===== src/hw/rtl/prq_pkg.sv =====
package prq_pkg;

    // Commands carried in the cmd field of an input item.
    localparam logic [2:0] CMD_CREATE   = 3'd0;
    localparam logic [2:0] CMD_PUSH     = 3'd1;
    localparam logic [2:0] CMD_POP      = 3'd2;
    localparam logic [2:0] CMD_SET      = 3'd3;
    localparam logic [2:0] CMD_SCHEDULE = 3'd4;

    // Task status codes.
    localparam logic [1:0] ST_INACTIVE = 2'd0;
    localparam logic [1:0] ST_ACTIVE   = 2'd1;

    typedef struct packed {
        logic [2:0] cmd;
        logic [5:0] task_id;
        logic [7:0] priority_req;
        logic [1:0] status_value;
    } in_item_t;

    typedef struct packed {
        logic [5:0] result_task;
        logic       queue_was_empty;
        logic       refused;
    } out_item_t;

    typedef enum logic [3:0] {
        S_IDLE,
        S_DECODE,
        S_C_SCAN,
        S_C_WRITE,
        S_P_PRIO,
        S_ENQ,
        S_E_SCAN,
        S_SHIFT,
        S_INSERT,
        S_POP_HEAD,
        S_POP_ID,
        S_POP_CHK,
        S_RESP
    } state_t;

endpackage


===== src/hw/rtl/prq_task_mem.sv =====
// Per-task status and priority store. Status entries carry valid bits so that
// an entry never written reads as inactive.
module prq_task_mem
    import prq_pkg::*;
#(
    parameter int NUM_TASKS = 64,
    parameter int TW        = 6,
    parameter int PRIO_BITS = 8
)
(
    input  logic                 clk,
    input  logic                 rst_n,
    input  logic [TW-1:0]        rd_addr,
    output logic [1:0]           rd_status,
    output logic [PRIO_BITS-1:0] rd_prio,
    input  logic                 wr_en,
    input  logic [TW-1:0]        wr_addr,
    input  logic [1:0]           wr_status,
    input  logic                 wr_prio_en,
    input  logic [PRIO_BITS-1:0] wr_prio
);

    logic [1:0]           status_mem [NUM_TASKS];
    logic [PRIO_BITS-1:0] prio_mem   [NUM_TASKS];
    logic [NUM_TASKS-1:0] valid_reg;
    logic [1:0]           rd_status_reg;
    logic [PRIO_BITS-1:0] rd_prio_reg;

    always_ff @(posedge clk or negedge rst_n)
    begin
        if (!rst_n)
        begin
            valid_reg <= '0;
        end
        else if (wr_en)
        begin
            valid_reg[wr_addr] <= 1'b1;
        end
    end

    always_ff @(posedge clk)
    begin
        if (wr_en)
        begin
            status_mem[wr_addr] <= wr_status;
        end
        if (wr_en && wr_prio_en)
        begin
            prio_mem[wr_addr] <= wr_prio;
        end
        rd_status_reg <= valid_reg[rd_addr] ? status_mem[rd_addr] : ST_INACTIVE;
        rd_prio_reg   <= prio_mem[rd_addr];
    end

    assign rd_status = rd_status_reg;
    assign rd_prio   = rd_prio_reg;

endmodule


===== src/hw/rtl/prq_queue_mem.sv =====
// Circular run queue storage: one write port, one registered read port.
module prq_queue_mem
    import prq_pkg::*;
#(
    parameter int QUEUE_DEPTH = 64,
    parameter int QW          = 6,
    parameter int TW          = 6
)
(
    input  logic          clk,
    input  logic          wr_en,
    input  logic [QW-1:0] wr_addr,
    input  logic [TW-1:0] wr_data,
    input  logic [QW-1:0] rd_addr,
    output logic [TW-1:0] rd_data
);

    logic [TW-1:0] mem [QUEUE_DEPTH];
    logic [TW-1:0] rd_data_reg;

    always_ff @(posedge clk)
    begin
        if (wr_en)
        begin
            mem[wr_addr] <= wr_data;
        end
        rd_data_reg <= mem[rd_addr];
    end

    assign rd_data = rd_data_reg;

endmodule


===== src/hw/rtl/priority_run_queue_scheduler_core.sv =====
// Channel   Signals                      Direction  Content
// input     in_valid, in_ready, in_item  in         command, task, priority, status
// output    out_valid, out_ready, out_item out      result task, empty flag, refusal
//
// One item is handled at a time. Set status, unknown commands and commands refused
// at decode go from the decode state straight to the response state. Pop passes
// through the head, id and check states for each queue entry it removes. Insertion
// (create, push, the re-push of schedule) walks the queue from the head at one
// entry a cycle until it finds its place, then moves the tail back one entry a
// cycle; create first scans the task store at one slot a cycle. These walks over
// the queue and task memory ports set how long a create takes, and how long a pop
// or schedule that drains the queue takes. Reset is asynchronous and takes effect
// at once, with no clearing pass. A waiting result in the output register does not
// stop the next item from being taken; only its completion waits for the output
// to drain.
module priority_run_queue_scheduler_core
    import prq_pkg::*;
#(
    parameter int NUM_TASKS   = 64,
    parameter int QUEUE_DEPTH = 64,
    parameter int PRIO_BITS   = 8
)
(
    input  logic      clk,
    input  logic      rst_n,
    input  logic      in_valid,
    output logic      in_ready,
    input  in_item_t  in_item,
    output logic      out_valid,
    input  logic      out_ready,
    output out_item_t out_item
);

    localparam int TW   = $clog2(NUM_TASKS);
    localparam int QW   = $clog2(QUEUE_DEPTH);
    localparam int IW   = (TW + 1 > 6) ? TW + 1 : 6;
    localparam int RW   = (TW > 6) ? TW : 6;
    localparam int PEXT = (PRIO_BITS > 8) ? PRIO_BITS : 8;

    state_t               state_reg, state_next;
    logic [2:0]           cmd_reg, cmd_next;
    logic [5:0]           tid_reg, tid_next;
    logic [PRIO_BITS-1:0] prio_reg, prio_next;
    logic [1:0]           want_reg, want_next;
    logic [QW-1:0]        head_reg, head_next;
    logic [QW:0]          cnt_reg, cnt_next;
    logic [PRIO_BITS-1:0] p_reg, p_next;
    logic [TW-1:0]        enq_id_reg, enq_id_next;
    logic [5:0]           res_reg, res_next;
    logic                 empty_reg, empty_next;
    logic                 refused_reg, refused_next;
    logic [QW:0]          pos_reg, pos_next;
    logic [QW:0]          qk_reg, qk_next;
    logic                 v1_reg, v1_next;
    logic [QW:0]          k1_reg, k1_next;
    logic                 v2_reg, v2_next;
    logic [QW:0]          k2_reg, k2_next;
    logic [QW:0]          sk_reg, sk_next;
    logic                 wv_reg, wv_next;
    logic [QW:0]          wk_reg, wk_next;
    logic [TW:0]          scan_reg, scan_next;
    logic                 pv_reg, pv_next;
    logic [TW-1:0]        pidx_reg, pidx_next;
    logic [TW-1:0]        cand_reg, cand_next;
    logic                 out_valid_reg, out_valid_next;
    out_item_t            out_reg, out_next;

    logic [TW-1:0]        tm_rd_addr;
    logic [1:0]           tm_rd_status;
    logic [PRIO_BITS-1:0] tm_rd_prio;
    logic                 tm_wr_en;
    logic [TW-1:0]        tm_wr_addr;
    logic [1:0]           tm_wr_status;
    logic                 tm_wr_prio_en;
    logic [QW-1:0]        qm_rd_addr;
    logic [TW-1:0]        qm_rd_data;
    logic                 qm_wr_en;
    logic [QW-1:0]        qm_wr_addr;
    logic [TW-1:0]        qm_wr_data;

    logic [IW-1:0]        tid_ext;
    logic                 tid_ok;
    logic                 q_full;
    logic [PEXT-1:0]      prio_in_ext;

    // Queue position relative to the head, wrapped around the buffer.
    function automatic logic [QW-1:0] qwrap(input logic [QW-1:0] base,
                                            input logic [QW:0] off);
        logic [QW+1:0] s;
        s = (QW+2)'(base) + (QW+2)'(off);
        if (s >= (QW+2)'(QUEUE_DEPTH))
        begin
            s = s - (QW+2)'(QUEUE_DEPTH);
        end
        return s[QW-1:0];
    endfunction

    function automatic logic [5:0] id6(input logic [TW-1:0] id);
        logic [RW-1:0] e;
        e = RW'(id);
        return e[5:0];
    endfunction

    prq_task_mem #(
        .NUM_TASKS (NUM_TASKS),
        .TW        (TW),
        .PRIO_BITS (PRIO_BITS)
    ) u_task_mem (
        .clk        (clk),
        .rst_n      (rst_n),
        .rd_addr    (tm_rd_addr),
        .rd_status  (tm_rd_status),
        .rd_prio    (tm_rd_prio),
        .wr_en      (tm_wr_en),
        .wr_addr    (tm_wr_addr),
        .wr_status  (tm_wr_status),
        .wr_prio_en (tm_wr_prio_en),
        .wr_prio    (prio_reg)
    );

    prq_queue_mem #(
        .QUEUE_DEPTH (QUEUE_DEPTH),
        .QW          (QW),
        .TW          (TW)
    ) u_queue_mem (
        .clk     (clk),
        .wr_en   (qm_wr_en),
        .wr_addr (qm_wr_addr),
        .wr_data (qm_wr_data),
        .rd_addr (qm_rd_addr),
        .rd_data (qm_rd_data)
    );

    assign tid_ext     = IW'(tid_reg);
    assign tid_ok      = tid_ext < IW'(NUM_TASKS);
    assign q_full      = cnt_reg >= (QW+1)'(QUEUE_DEPTH);
    assign prio_in_ext = PEXT'(in_item.priority_req);

    assign in_ready  = (state_reg == S_IDLE);
    assign out_valid = out_valid_reg;
    assign out_item  = out_reg;

    always_ff @(posedge clk or negedge rst_n)
    begin
        if (!rst_n)
        begin
            state_reg     <= S_IDLE;
            cmd_reg       <= '0;
            tid_reg       <= '0;
            prio_reg      <= '0;
            want_reg      <= '0;
            head_reg      <= '0;
            cnt_reg       <= '0;
            p_reg         <= '0;
            enq_id_reg    <= '0;
            res_reg       <= '0;
            empty_reg     <= 1'b0;
            refused_reg   <= 1'b0;
            pos_reg       <= '0;
            qk_reg        <= '0;
            v1_reg        <= 1'b0;
            k1_reg        <= '0;
            v2_reg        <= 1'b0;
            k2_reg        <= '0;
            sk_reg        <= '0;
            wv_reg        <= 1'b0;
            wk_reg        <= '0;
            scan_reg      <= '0;
            pv_reg        <= 1'b0;
            pidx_reg      <= '0;
            cand_reg      <= '0;
            out_valid_reg <= 1'b0;
            out_reg       <= '0;
        end
        else
        begin
            state_reg     <= state_next;
            cmd_reg       <= cmd_next;
            tid_reg       <= tid_next;
            prio_reg      <= prio_next;
            want_reg      <= want_next;
            head_reg      <= head_next;
            cnt_reg       <= cnt_next;
            p_reg         <= p_next;
            enq_id_reg    <= enq_id_next;
            res_reg       <= res_next;
            empty_reg     <= empty_next;
            refused_reg   <= refused_next;
            pos_reg       <= pos_next;
            qk_reg        <= qk_next;
            v1_reg        <= v1_next;
            k1_reg        <= k1_next;
            v2_reg        <= v2_next;
            k2_reg        <= k2_next;
            sk_reg        <= sk_next;
            wv_reg        <= wv_next;
            wk_reg        <= wk_next;
            scan_reg      <= scan_next;
            pv_reg        <= pv_next;
            pidx_reg      <= pidx_next;
            cand_reg      <= cand_next;
            out_valid_reg <= out_valid_next;
            out_reg       <= out_next;
        end
    end

    always_comb
    begin
        state_next     = state_reg;
        cmd_next       = cmd_reg;
        tid_next       = tid_reg;
        prio_next      = prio_reg;
        want_next      = want_reg;
        head_next      = head_reg;
        cnt_next       = cnt_reg;
        p_next         = p_reg;
        enq_id_next    = enq_id_reg;
        res_next       = res_reg;
        empty_next     = empty_reg;
        refused_next   = refused_reg;
        pos_next       = pos_reg;
        qk_next        = qk_reg;
        v1_next        = v1_reg;
        k1_next        = k1_reg;
        v2_next        = v2_reg;
        k2_next        = k2_reg;
        sk_next        = sk_reg;
        wv_next        = wv_reg;
        wk_next        = wk_reg;
        scan_next      = scan_reg;
        pv_next        = pv_reg;
        pidx_next      = pidx_reg;
        cand_next      = cand_reg;
        out_valid_next = out_valid_reg;
        out_next       = out_reg;

        tm_rd_addr    = '0;
        tm_wr_en      = 1'b0;
        tm_wr_addr    = tid_ext[TW-1:0];
        tm_wr_status  = want_reg;
        tm_wr_prio_en = 1'b0;
        qm_rd_addr    = head_reg;
        qm_wr_en      = 1'b0;
        qm_wr_addr    = qwrap(head_reg, wk_reg);
        qm_wr_data    = qm_rd_data;

        if (out_valid_reg && out_ready)
        begin
            out_valid_next = 1'b0;
        end

        unique case (state_reg)
            S_IDLE:
            begin
                if (in_valid)
                begin
                    cmd_next   = in_item.cmd;
                    tid_next   = in_item.task_id;
                    prio_next  = prio_in_ext[PRIO_BITS-1:0];
                    want_next  = in_item.status_value;
                    state_next = S_DECODE;
                end
            end

            S_DECODE:
            begin
                res_next     = '0;
                empty_next   = 1'b0;
                refused_next = 1'b0;
                unique case (cmd_reg)
                    CMD_CREATE:
                    begin
                        if (q_full)
                        begin
                            refused_next = 1'b1;
                            state_next   = S_RESP;
                        end
                        else
                        begin
                            tm_rd_addr = '0;
                            pidx_next  = '0;
                            pv_next    = 1'b1;
                            scan_next  = (TW+1)'(1);
                            state_next = S_C_SCAN;
                        end
                    end
                    CMD_PUSH:
                    begin
                        res_next = tid_reg;
                        if (!tid_ok || q_full)
                        begin
                            refused_next = 1'b1;
                            state_next   = S_RESP;
                        end
                        else
                        begin
                            tm_rd_addr  = tid_ext[TW-1:0];
                            enq_id_next = tid_ext[TW-1:0];
                            state_next  = S_P_PRIO;
                        end
                    end
                    CMD_POP:
                    begin
                        state_next = S_POP_HEAD;
                    end
                    CMD_SCHEDULE:
                    begin
                        want_next  = ST_ACTIVE;
                        state_next = S_POP_HEAD;
                    end
                    CMD_SET:
                    begin
                        res_next   = tid_reg;
                        tm_wr_en   = tid_ok;
                        state_next = S_RESP;
                    end
                    default:
                    begin
                        state_next = S_RESP;
                    end
                endcase
            end

            // Search for the lowest inactive slot, one read issued a cycle.
            S_C_SCAN:
            begin
                if (pv_reg && tm_rd_status == ST_INACTIVE)
                begin
                    enq_id_next = pidx_reg;
                    state_next  = S_C_WRITE;
                end
                else if (scan_reg < (TW+1)'(NUM_TASKS))
                begin
                    tm_rd_addr = scan_reg[TW-1:0];
                    pidx_next  = scan_reg[TW-1:0];
                    scan_next  = scan_reg + 1'b1;
                    pv_next    = 1'b1;
                end
                else
                begin
                    refused_next = 1'b1;
                    state_next   = S_RESP;
                end
            end

            S_C_WRITE:
            begin
                tm_wr_en      = 1'b1;
                tm_wr_addr    = enq_id_reg;
                tm_wr_status  = ST_ACTIVE;
                tm_wr_prio_en = 1'b1;
                p_next        = prio_reg;
                res_next      = id6(enq_id_reg);
                state_next    = S_ENQ;
            end

            S_P_PRIO:
            begin
                p_next     = tm_rd_prio;
                state_next = S_ENQ;
            end

            S_ENQ:
            begin
                if (cnt_reg == '0)
                begin
                    pos_next   = '0;
                    state_next = S_INSERT;
                end
                else
                begin
                    qm_rd_addr = head_reg;
                    qk_next    = (QW+1)'(1);
                    v1_next    = 1'b1;
                    k1_next    = '0;
                    v2_next    = 1'b0;
                    state_next = S_E_SCAN;
                end
            end

            // Two-stage walk: queue entry read, then that task's priority read.
            S_E_SCAN:
            begin
                if (v2_reg && tm_rd_prio > p_reg)
                begin
                    pos_next   = k2_reg;
                    sk_next    = cnt_reg;
                    wv_next    = 1'b0;
                    state_next = S_SHIFT;
                end
                else if (v2_reg && k2_reg == cnt_reg - 1'b1)
                begin
                    pos_next   = cnt_reg;
                    state_next = S_INSERT;
                end
                else
                begin
                    if (v1_reg)
                    begin
                        tm_rd_addr = qm_rd_data;
                        v2_next    = 1'b1;
                        k2_next    = k1_reg;
                    end
                    else
                    begin
                        v2_next = 1'b0;
                    end
                    if (qk_reg < cnt_reg)
                    begin
                        qm_rd_addr = qwrap(head_reg, qk_reg);
                        v1_next    = 1'b1;
                        k1_next    = qk_reg;
                        qk_next    = qk_reg + 1'b1;
                    end
                    else
                    begin
                        v1_next = 1'b0;
                    end
                end
            end

            // Move the tail back one place, from the end down to the insert point.
            S_SHIFT:
            begin
                qm_wr_en = wv_reg;
                if (sk_reg > pos_reg)
                begin
                    qm_rd_addr = qwrap(head_reg, sk_reg - 1'b1);
                    wv_next    = 1'b1;
                    wk_next    = sk_reg;
                    sk_next    = sk_reg - 1'b1;
                end
                else
                begin
                    wv_next = 1'b0;
                    if (!wv_reg)
                    begin
                        state_next = S_INSERT;
                    end
                end
            end

            S_INSERT:
            begin
                qm_wr_en   = 1'b1;
                qm_wr_addr = qwrap(head_reg, pos_reg);
                qm_wr_data = enq_id_reg;
                cnt_next   = cnt_reg + 1'b1;
                state_next = S_RESP;
            end

            S_POP_HEAD:
            begin
                if (cnt_reg == '0)
                begin
                    res_next   = '0;
                    empty_next = 1'b1;
                    state_next = S_RESP;
                end
                else
                begin
                    qm_rd_addr = head_reg;
                    head_next  = qwrap(head_reg, (QW+1)'(1));
                    cnt_next   = cnt_reg - 1'b1;
                    state_next = S_POP_ID;
                end
            end

            S_POP_ID:
            begin
                tm_rd_addr = qm_rd_data;
                cand_next  = qm_rd_data;
                state_next = S_POP_CHK;
            end

            S_POP_CHK:
            begin
                if (tm_rd_status == want_reg)
                begin
                    res_next = id6(cand_reg);
                    if (cmd_reg == CMD_SCHEDULE)
                    begin
                        enq_id_next = cand_reg;
                        p_next      = tm_rd_prio;
                        state_next  = S_ENQ;
                    end
                    else
                    begin
                        state_next = S_RESP;
                    end
                end
                else
                begin
                    state_next = S_POP_HEAD;
                end
            end

            S_RESP:
            begin
                if (!out_valid_reg || out_ready)
                begin
                    out_valid_next           = 1'b1;
                    out_next.result_task     = res_reg;
                    out_next.queue_was_empty = empty_reg;
                    out_next.refused         = refused_reg;
                    state_next               = S_IDLE;
                end
            end

            default:
            begin
                state_next = S_IDLE;
            end
        endcase
    end

`ifndef SYNTHESIS
    // The fill count never passes the queue depth.
    assert property (@(posedge clk) disable iff (!rst_n)
        cnt_reg <= (QW+1)'(QUEUE_DEPTH))
        else $error("queue count beyond depth");

    // An empty pop always reports the idle task.
    assert property (@(posedge clk) disable iff (!rst_n)
        out_valid && out_item.queue_was_empty |-> out_item.result_task == '0)
        else $error("empty result with non-idle task");

    // A result is never both refused and empty.
    assert property (@(posedge clk) disable iff (!rst_n)
        out_valid |-> !(out_item.refused && out_item.queue_was_empty))
        else $error("refused and empty together");

    // An accepted item is decoded in the following cycle.
    assert property (@(posedge clk) disable iff (!rst_n)
        in_valid && in_ready |=> state_reg == S_DECODE)
        else $error("accepted item not decoded");
`endif

endmodule


===== config.mk =====
export PLATFORM = sky130hd
export DESIGN_NAME = priority_run_queue_scheduler_core
export DESIGN_NICKNAME = d
export VERILOG_FILES = /design/src/hw/rtl/prq_pkg.sv /design/src/hw/rtl/prq_task_mem.sv /design/src/hw/rtl/prq_queue_mem.sv /design/src/hw/rtl/priority_run_queue_scheduler_core.sv
export SDC_FILE = /design/constraint.sdc
export NUM_CORES = 2
export LEC_CHECK = 0
export BUFFER_PORTS_ARGS = -buffer_cell sky130_fd_sc_hd__buf_4
export CORE_UTILIZATION = 40
export DETAILED_ROUTE_END_ITERATION = 16
export PLACE_DENSITY = 0.6
export SYNTH_ARGS = -nofsm -noshare
export SYNTH_HDL_FRONTEND = slang
export SYNTH_SLANG_ARGS = --single-unit

===== constraint.sdc =====
create_clock -name clk -period 9 [get_ports clk]
set_input_delay 1.35 -clock clk [delete_from_list [all_inputs] [get_ports clk]]
set_output_delay 1.35 -clock clk [all_outputs]
set_load 0.02 [all_outputs]

# Yosys cells after proc, flatten, opt, wreduce, memory -nomap -nowiden
# Memory sizes are Yosys's and may differ from the RTL's. A register that Yosys moved wholly into a read port is not among the register bits.
# Cells that the tools add are included.
dict set report word_totals {
  reg_bits 196
  ramBits 1024
  input_bits 23
  word_cells 282
  mem_count 3
}
# name words width read_ports rd_clocked_by_memory_dff write_ports line_no
set memory_table {}
lappend memory_table {u_task_mem.prio_mem 64 8 1 1 1 prq_task_mem.sv:24} ;# logic [PRIO_BITS-1:0] prio_mem [NUM_TASKS];
lappend memory_table {u_queue_mem.mem 64 6 1 1 1 prq_queue_mem.sv:18} ;# logic [TW-1:0] mem [QUEUE_DEPTH];
lappend memory_table {u_task_mem.status_mem 64 2 1 1 1 prq_task_mem.sv:23} ;# logic [1:0] status_mem [NUM_TASKS];
dict set report op_classes {
  addsub 15
  magnitude_cmp 14
  n_eq_ne 44
  n_mux 126
  n_bitwise 4
  n_reduce_logical 46
}
# op count
set ops {}
lappend ops {{6-bit 2-to-1 mux} 31}
lappend ops {{7-bit 2-to-1 mux} 18}
lappend ops {{7-bit case mux with 2 select lines} 6}
lappend ops {{64-bit OR} 1}
lappend ops {{4-bit 2-to-1 mux} 13}
lappend ops {{4-bit case mux with 12 select lines} 1}
lappend ops {{6-bit case mux with 4 select lines} 2}
lappend ops {{2-bit inequality test (second input constant)} 23}
lappend ops {{6-bit by 7-bit adder with 8-bit output} 4}
lappend ops {{8-bit by 7-bit >= comparator with 1-bit output (second input constant)} 4}
lappend ops {{1-bit 2-to-1 mux} 32}
lappend ops {{6-bit by 1-bit subtractor with 6-bit output (second input constant)} 5}
lappend ops {{6-bit case mux with 2 select lines} 2}
lappend ops {{8-bit case mux with 3 select lines} 1}
lappend ops {{7-bit by 1-bit adder with 7-bit output (second input constant)} 3}
lappend ops {{6-bit by 7-bit < comparator with 1-bit output (second input constant)} 3}
lappend ops {{4-bit equality test (second input constant)} 5}
lappend ops {{1-bit case mux with 2 select lines} 9}
lappend ops {{6-bit case mux with 3 select lines} 1}
lappend ops {{3-bit AND reduction} 6}
lappend ops {{4-bit by 3-bit equality test with 1-bit output (second input constant)} 4}
lappend ops {{8-bit 2-to-1 mux} 2}
lappend ops {{7-bit >= comparator (second input constant)} 2}
lappend ops {{2-bit AND reduction} 7}
lappend ops {{37 further kinds} 64}

# Depth between registers and ports, before layout
dict set report logic_depth {
  depth_word 9
  depth_mapped 20
  mapped_depth_nobuf 16
}

# Hierarchy
# A second synthesis with hierarchy kept.
dict set report hier_totals {
  hier_cells 2819
  hier_area_um2 51002.7
}
# module instances cells_each area_per_inst_um2 seq_area_each_um2
set by_module_without_submodules {}
lappend by_module_without_submodules {prq_task_mem 1 1300 27886.7 21020.2}
lappend by_module_without_submodules {prq_queue_mem 1 729 15205.8 11651.2}
lappend by_module_without_submodules {priority_run_queue_scheduler_core 1 790 7910.1 3278.1}

# Worst setup path after synthesis
# No wires, ideal clock.
dict set report synth_timing {
  kind {register to register}
  start {register state_reg[2]}
  end {memory u_queue_mem.mem[48][0], enable pin}
  setup_time_ns 0.350
  t_arrival_ns 3.586
  required_time_ns 8.650
  path_slack_ns 5.064
  stages_incl_launch_ff 16
  n_path_buf 2
  period_less_slack_ns 3.936
  path_cell_list {dfrtp_1 > nand2b_1 > clkbuf_1 > nor3_1 > clkbuf_1 > mux2_2 > ha_1 > inv_1 > fa_1 > inv_1 > a21o_1 > a21oi_1 > xnor2_1 > nor2b_1 > nand2_1 > nor2_1}
}
dict set report synth_between {
  elab_chain_len 4
  word_cells_on_any_way 6
  cone_classes {2 x eq/ne; 4 x mux}
}
# item line_no
set synth_rtl {}
lappend synth_rtl {{from (decl)} priority_run_queue_scheduler_core.sv:40} ;# state_t state_reg, state_next;
lappend synth_rtl {{from (signal assigned)} priority_run_queue_scheduler_core.sv:177} ;# state_reg <= state_next;
lappend synth_rtl {{4-bit equality test or 4-bit by 3-bit equality test with 1-bit output (tied branches)} priority_run_queue_scheduler_core.sv:252} ;# unique case (state_reg)
lappend synth_rtl {{1-bit case mux with 2 select lines} priority_run_queue_scheduler_core.sv:252}
lappend synth_rtl {{1-bit 2-to-1 mux} prq_queue_mem.sv:23} ;# if (wr_en)
lappend synth_rtl {{1-bit 2-to-1 mux (not written as such)} prq_queue_mem.sv:25} ;# mem[wr_addr] <= wr_data;
lappend synth_rtl {{to (decl)} prq_queue_mem.sv:18}
# Several ways; a longest one is shown, not always the timed one.

# Final worst setup path
dict set report layout_timing {
  start {register cnt_reg[0]}
  end {register u_queue_mem.rd_data_reg[4] (netlist: u_queue_mem.rd_data[4]), read port of u_queue_mem.mem}
}
dict set report layout_between {
  elab_chain_len 6
  word_cells_on_any_way 8
  cone_classes {1 x add/sub; 1 x order compare; 1 x eq/ne; 4 x mux; 1 x reduce/logical}
}
# item line_no
set layout_rtl {}
lappend layout_rtl {{from (decl)} priority_run_queue_scheduler_core.sv:46} ;# logic [QW:0] cnt_reg, cnt_next;
lappend layout_rtl {{from (signal assigned)} priority_run_queue_scheduler_core.sv:183} ;# cnt_reg <= cnt_next;
lappend layout_rtl {{7-bit by 1-bit subtractor with 7-bit output} priority_run_queue_scheduler_core.sv:391} ;# else if (v2_reg && k2_reg == cnt_reg - 1'b1)
lappend layout_rtl {{7-bit equality test} priority_run_queue_scheduler_core.sv:391}
lappend layout_rtl {{1-bit logical AND} priority_run_queue_scheduler_core.sv:391}
lappend layout_rtl {{6-bit 2-to-1 mux (*)} priority_run_queue_scheduler_core.sv:391}
lappend layout_rtl {{6-bit 2-to-1 mux (*)} priority_run_queue_scheduler_core.sv:384} ;# if (v2_reg && tm_rd_prio > p_reg)
lappend layout_rtl {{6-bit case mux with 2 select lines (*)} priority_run_queue_scheduler_core.sv:252}
lappend layout_rtl {{to (decl)} prq_queue_mem.sv:19} ;# logic [TW-1:0] rd_data_reg;
# Every way passes the cells marked *; elsewhere a longest branch is shown, timed or not.
# A chain may end at the register's enable or synchronous reset.

==> results_dict.tcl <==
set metrics [dict create \
    synth.area.mux_share_pct 2.41 \
    synth.net_count 4406 \
    io_buffers 32 \
    grt_pass1_vias 33300 \
    fin_tns_setup_ns 0 \
    htreeDepth 4 \
    gp_congestion 0.874 \
    cts_buffers 132 \
    synth_cell_types 80 \
    post-route-util_pct 45.1 \
    ys_warn_count 0 \
    endpoint_kind "flop" \
    coreArea_mm2 0.129 \
    synth_seq_cells 1235 \
    drc 0 \
    whs_ns 0.463 \
    dp.cells 5910 \
    skew_ns 0.0304 \
    min_period_over_period_pct 66.7 \
    min_from "u_task_mem.valid_reg[45]$_DFFE_PN0P_" \
    area_delta_synth_final_pct 11.8 \
    cts_sinks 1235 \
    vias 34200 \
    relSlewSlack_pct 12.2 \
    min_path_type "flop to flop" \
    finalCriticalPeriod_ns 6.01 \
    tritoncts "yes" \
    grt_max_degree 163 \
    wl_um 139000 \
    cts_resized 0 \
    layout_commonest_cell "nand2_1" \
    slew_viol_final 0 \
    drive_gt1_share_pct 10.1 \
    vias_per_cell 5.57 \
    final_cell_mix "1071 x nand2_1, 1024 x edfxtp_1, 427 x nand3_1, 274 x nor2_1, 187 x dfrtp_1" \
    hold_buffers 0 \
    n_antenna_cell 0 \
    final_area_mm2 0.0584 \
    dieArea_mm2 0.132 \
    hold_viol_final 0 \
    powerDensity_mw_per_mm2 324 \
    clk_pin_slew_ns 0.06 \
    async_flop_share_pct 15.8 \
    arrival_ns 6.65 \
    fillCellCount 11800 \
    wl_per_cell_um 22.7 \
    cp-start-kind "flop" \
    finalSetupViolCount 0 \
    regMostFlops "u_task_mem.prio_mem" \
    cap_violations 0 \
    synth-adder-area-share_pct 1.14 \
    grt_use_total_pct 21.0 \
    final_cells 6147 \
    detailed_place_hpwl_um 82200 \
    antenna_left 0 \
    clockBufferDepth 3 \
    grt_pass1_wl_um 211000 \
    start_util_pct 40.4 \
    synth_edf_count 1024 \
    critPathLaunch "cnt_reg[0]$_DFFE_PN0P_" \
    dpl-instance-area_mm2 0.0541 \
    synth-xor-area-share_pct 0.838 \
    dieHeight_um 363 \
    netlist_area_mm2 0.0523 \
    largest_register_ffs 512 \
    ys.flop_type "edfxtp_1" \
    fp.dieW_um 363 \
    synth-compound-area-share_pct 6.81 \
    synth_top_family_by_area "simple AND/OR/NAND/NOR gates" \
    syn_inst 4337 \
    insertion_delay_ns 0.77 \
    status "finished clean" \
    reg_top3 "u_task_mem.prio_mem: 512 flops, u_queue_mem.mem: 384 flops, u_task_mem.status_mem: 128 flops" \
    nets 4371 \
    max_freq_mhz 167 \
    vdd_drop_max_v 0.000469 \
    cts_root_buffer "clkbuf_16" \
    critPathMaxFanout 72 \
    firstDrtPassIters 8 \
    syn_avg_cell_area_um2 12.0 \
    antenna_found_initial 1 \
    grt-ovfl-total 0 \
    synth-seq-area-share_pct 68.8 \
    required_ns 9.65 \
    rows 132 \
    rr_startpoint "cnt_reg[0]$_DFFE_PN0P_" \
    cts_setup_buffers 0 \
    grt_setup_unrepaired "no" \
    drt_iter0_markers 3641 \
    leakagePower_nw 21.1 \
    tightest_slew_ns 1.31 \
    worstSetupPathType "flop to flop" \
    ios 33 \
    synth_simple_gate_area_share_pct 17.5 \
]
[logic make-up (layout without fill, tap and decap cells)]
family                     Yosys count  after routing
muxes                              118            118
adders and majority gates           46             46
AOI/OAI and AO/OA                  507            507
and+or+nand+nor                   2084           2084
buffers and inverters              297            365
xor gates and xnor gates            50             50
DFF                               1235           1235
[worst max-delay path: stages (launching register included)]
cell and delay [ns]:
dfrtp_1 0.55, inv_1 0.16, ha_1 0.29, and2_1 0.20, o21a_1 0.18, o31a_1 0.24, o41a_2 0.44, and3_1 0.36
a2bb2oi_2 0.20, buf_4 0.29, and2_4 0.58, buf_4 0.79, buf_4 0.55, mux2i_1 0.26, mux2i_1 0.10, o211ai_1 0.20
a31oi_1 0.11, a211o_1 0.31
[area by class of cell]
| cell class | count | area (um2) | share of cell area, % |
|---|---|---|---|
| multi-input cells | 2805 | 15100 | 25.9 |
| clock inverters | 59 | 634 | 1.09 |
| well taps | 1742 | 2180 | 3.73 |
| inverters | 36 | 135 | 0.231 |
| flip-flops and latches | 1235 | 36000 | 61.6 |
| clock buffers | 178 | 3630 | 6.22 |
| repair buffers | 92 | 748 | 1.28 |
[metal layers]
layer  up-vias  track usage, %  wire length [um]
met4         0            7.33              4220
met5         -               0                 0
met3       243            3.60              9760
met2      1311            32.7             64100
li1      15700               -                 -
met1     17000            29.7             61200
[cell usage after synthesis, drive strengths merged (16+ instances only)]
library cell	n	area [um2]
xnor2	27	236
ha	43	538
a311oi	23	201
nand4	30	188
a21oi	101	543
dfxtp	16	320
a22o	19	168
nor2	280	1050
a211oi	31	233
a22oi	20	150
xor2	23	201
and3	87	544
nand2	1073	4030
mux2	53	597
clkbuf	115	432
edfxtp	1024	30700
or2	70	438
dfrtp	195	4880
a31oi	106	663
mux2i	64	641
buf	146	739
inv	36	135
a32oi	45	394
nor3	37	201
o21ai	50	250
nand3	427	2140
[per-stage QoR]
stage / power, W / worst slack, ns
after floorplan: 0.0115 / 5.06
after global placement: 0.0135 / 3.16
after detailed placement: 0.0136 / 3.05
after CTS: 0.0190 / 3.05
after global routing: 0.0198 / 2.70
final: 0.0189 / 2.99
[where the power goes]
part	switching (W)	internal, W	leakage, nW
logic	0.00409	0.00159	7.09
registers	0.000449	0.00738	11.9
clock network	0.00225	0.00316	2.08
total	0.00679	0.0121	21.1
[worst paths after layout]
| check | end | slack, ns | cells past startpoint |
|---|---|---|---|
| hold reg to reg | u_task_mem.valid_reg[45]$_DFFE_PN0P_ | 0.46 | 1 |
| hold / removal | u_task_mem.valid_reg[45]$_DFFE_PN0P_ | 0.46 | 1 |
| setup reg to reg | u_queue_mem.rd_data[4]$_DFF_P_ | 2.99 | 17 |
| min in group asynchronous | u_task_mem.valid_reg[40]$_DFFE_PN0P_ | 0.72 | 1 |
| max in group asynchronous | scan_reg[5]$_DFFE_PN0P_ | 6.61 | 2 |
| setup / recovery | u_queue_mem.rd_data[4]$_DFF_P_ | 2.99 | 17 |
(Power assumes the default switching activity.)
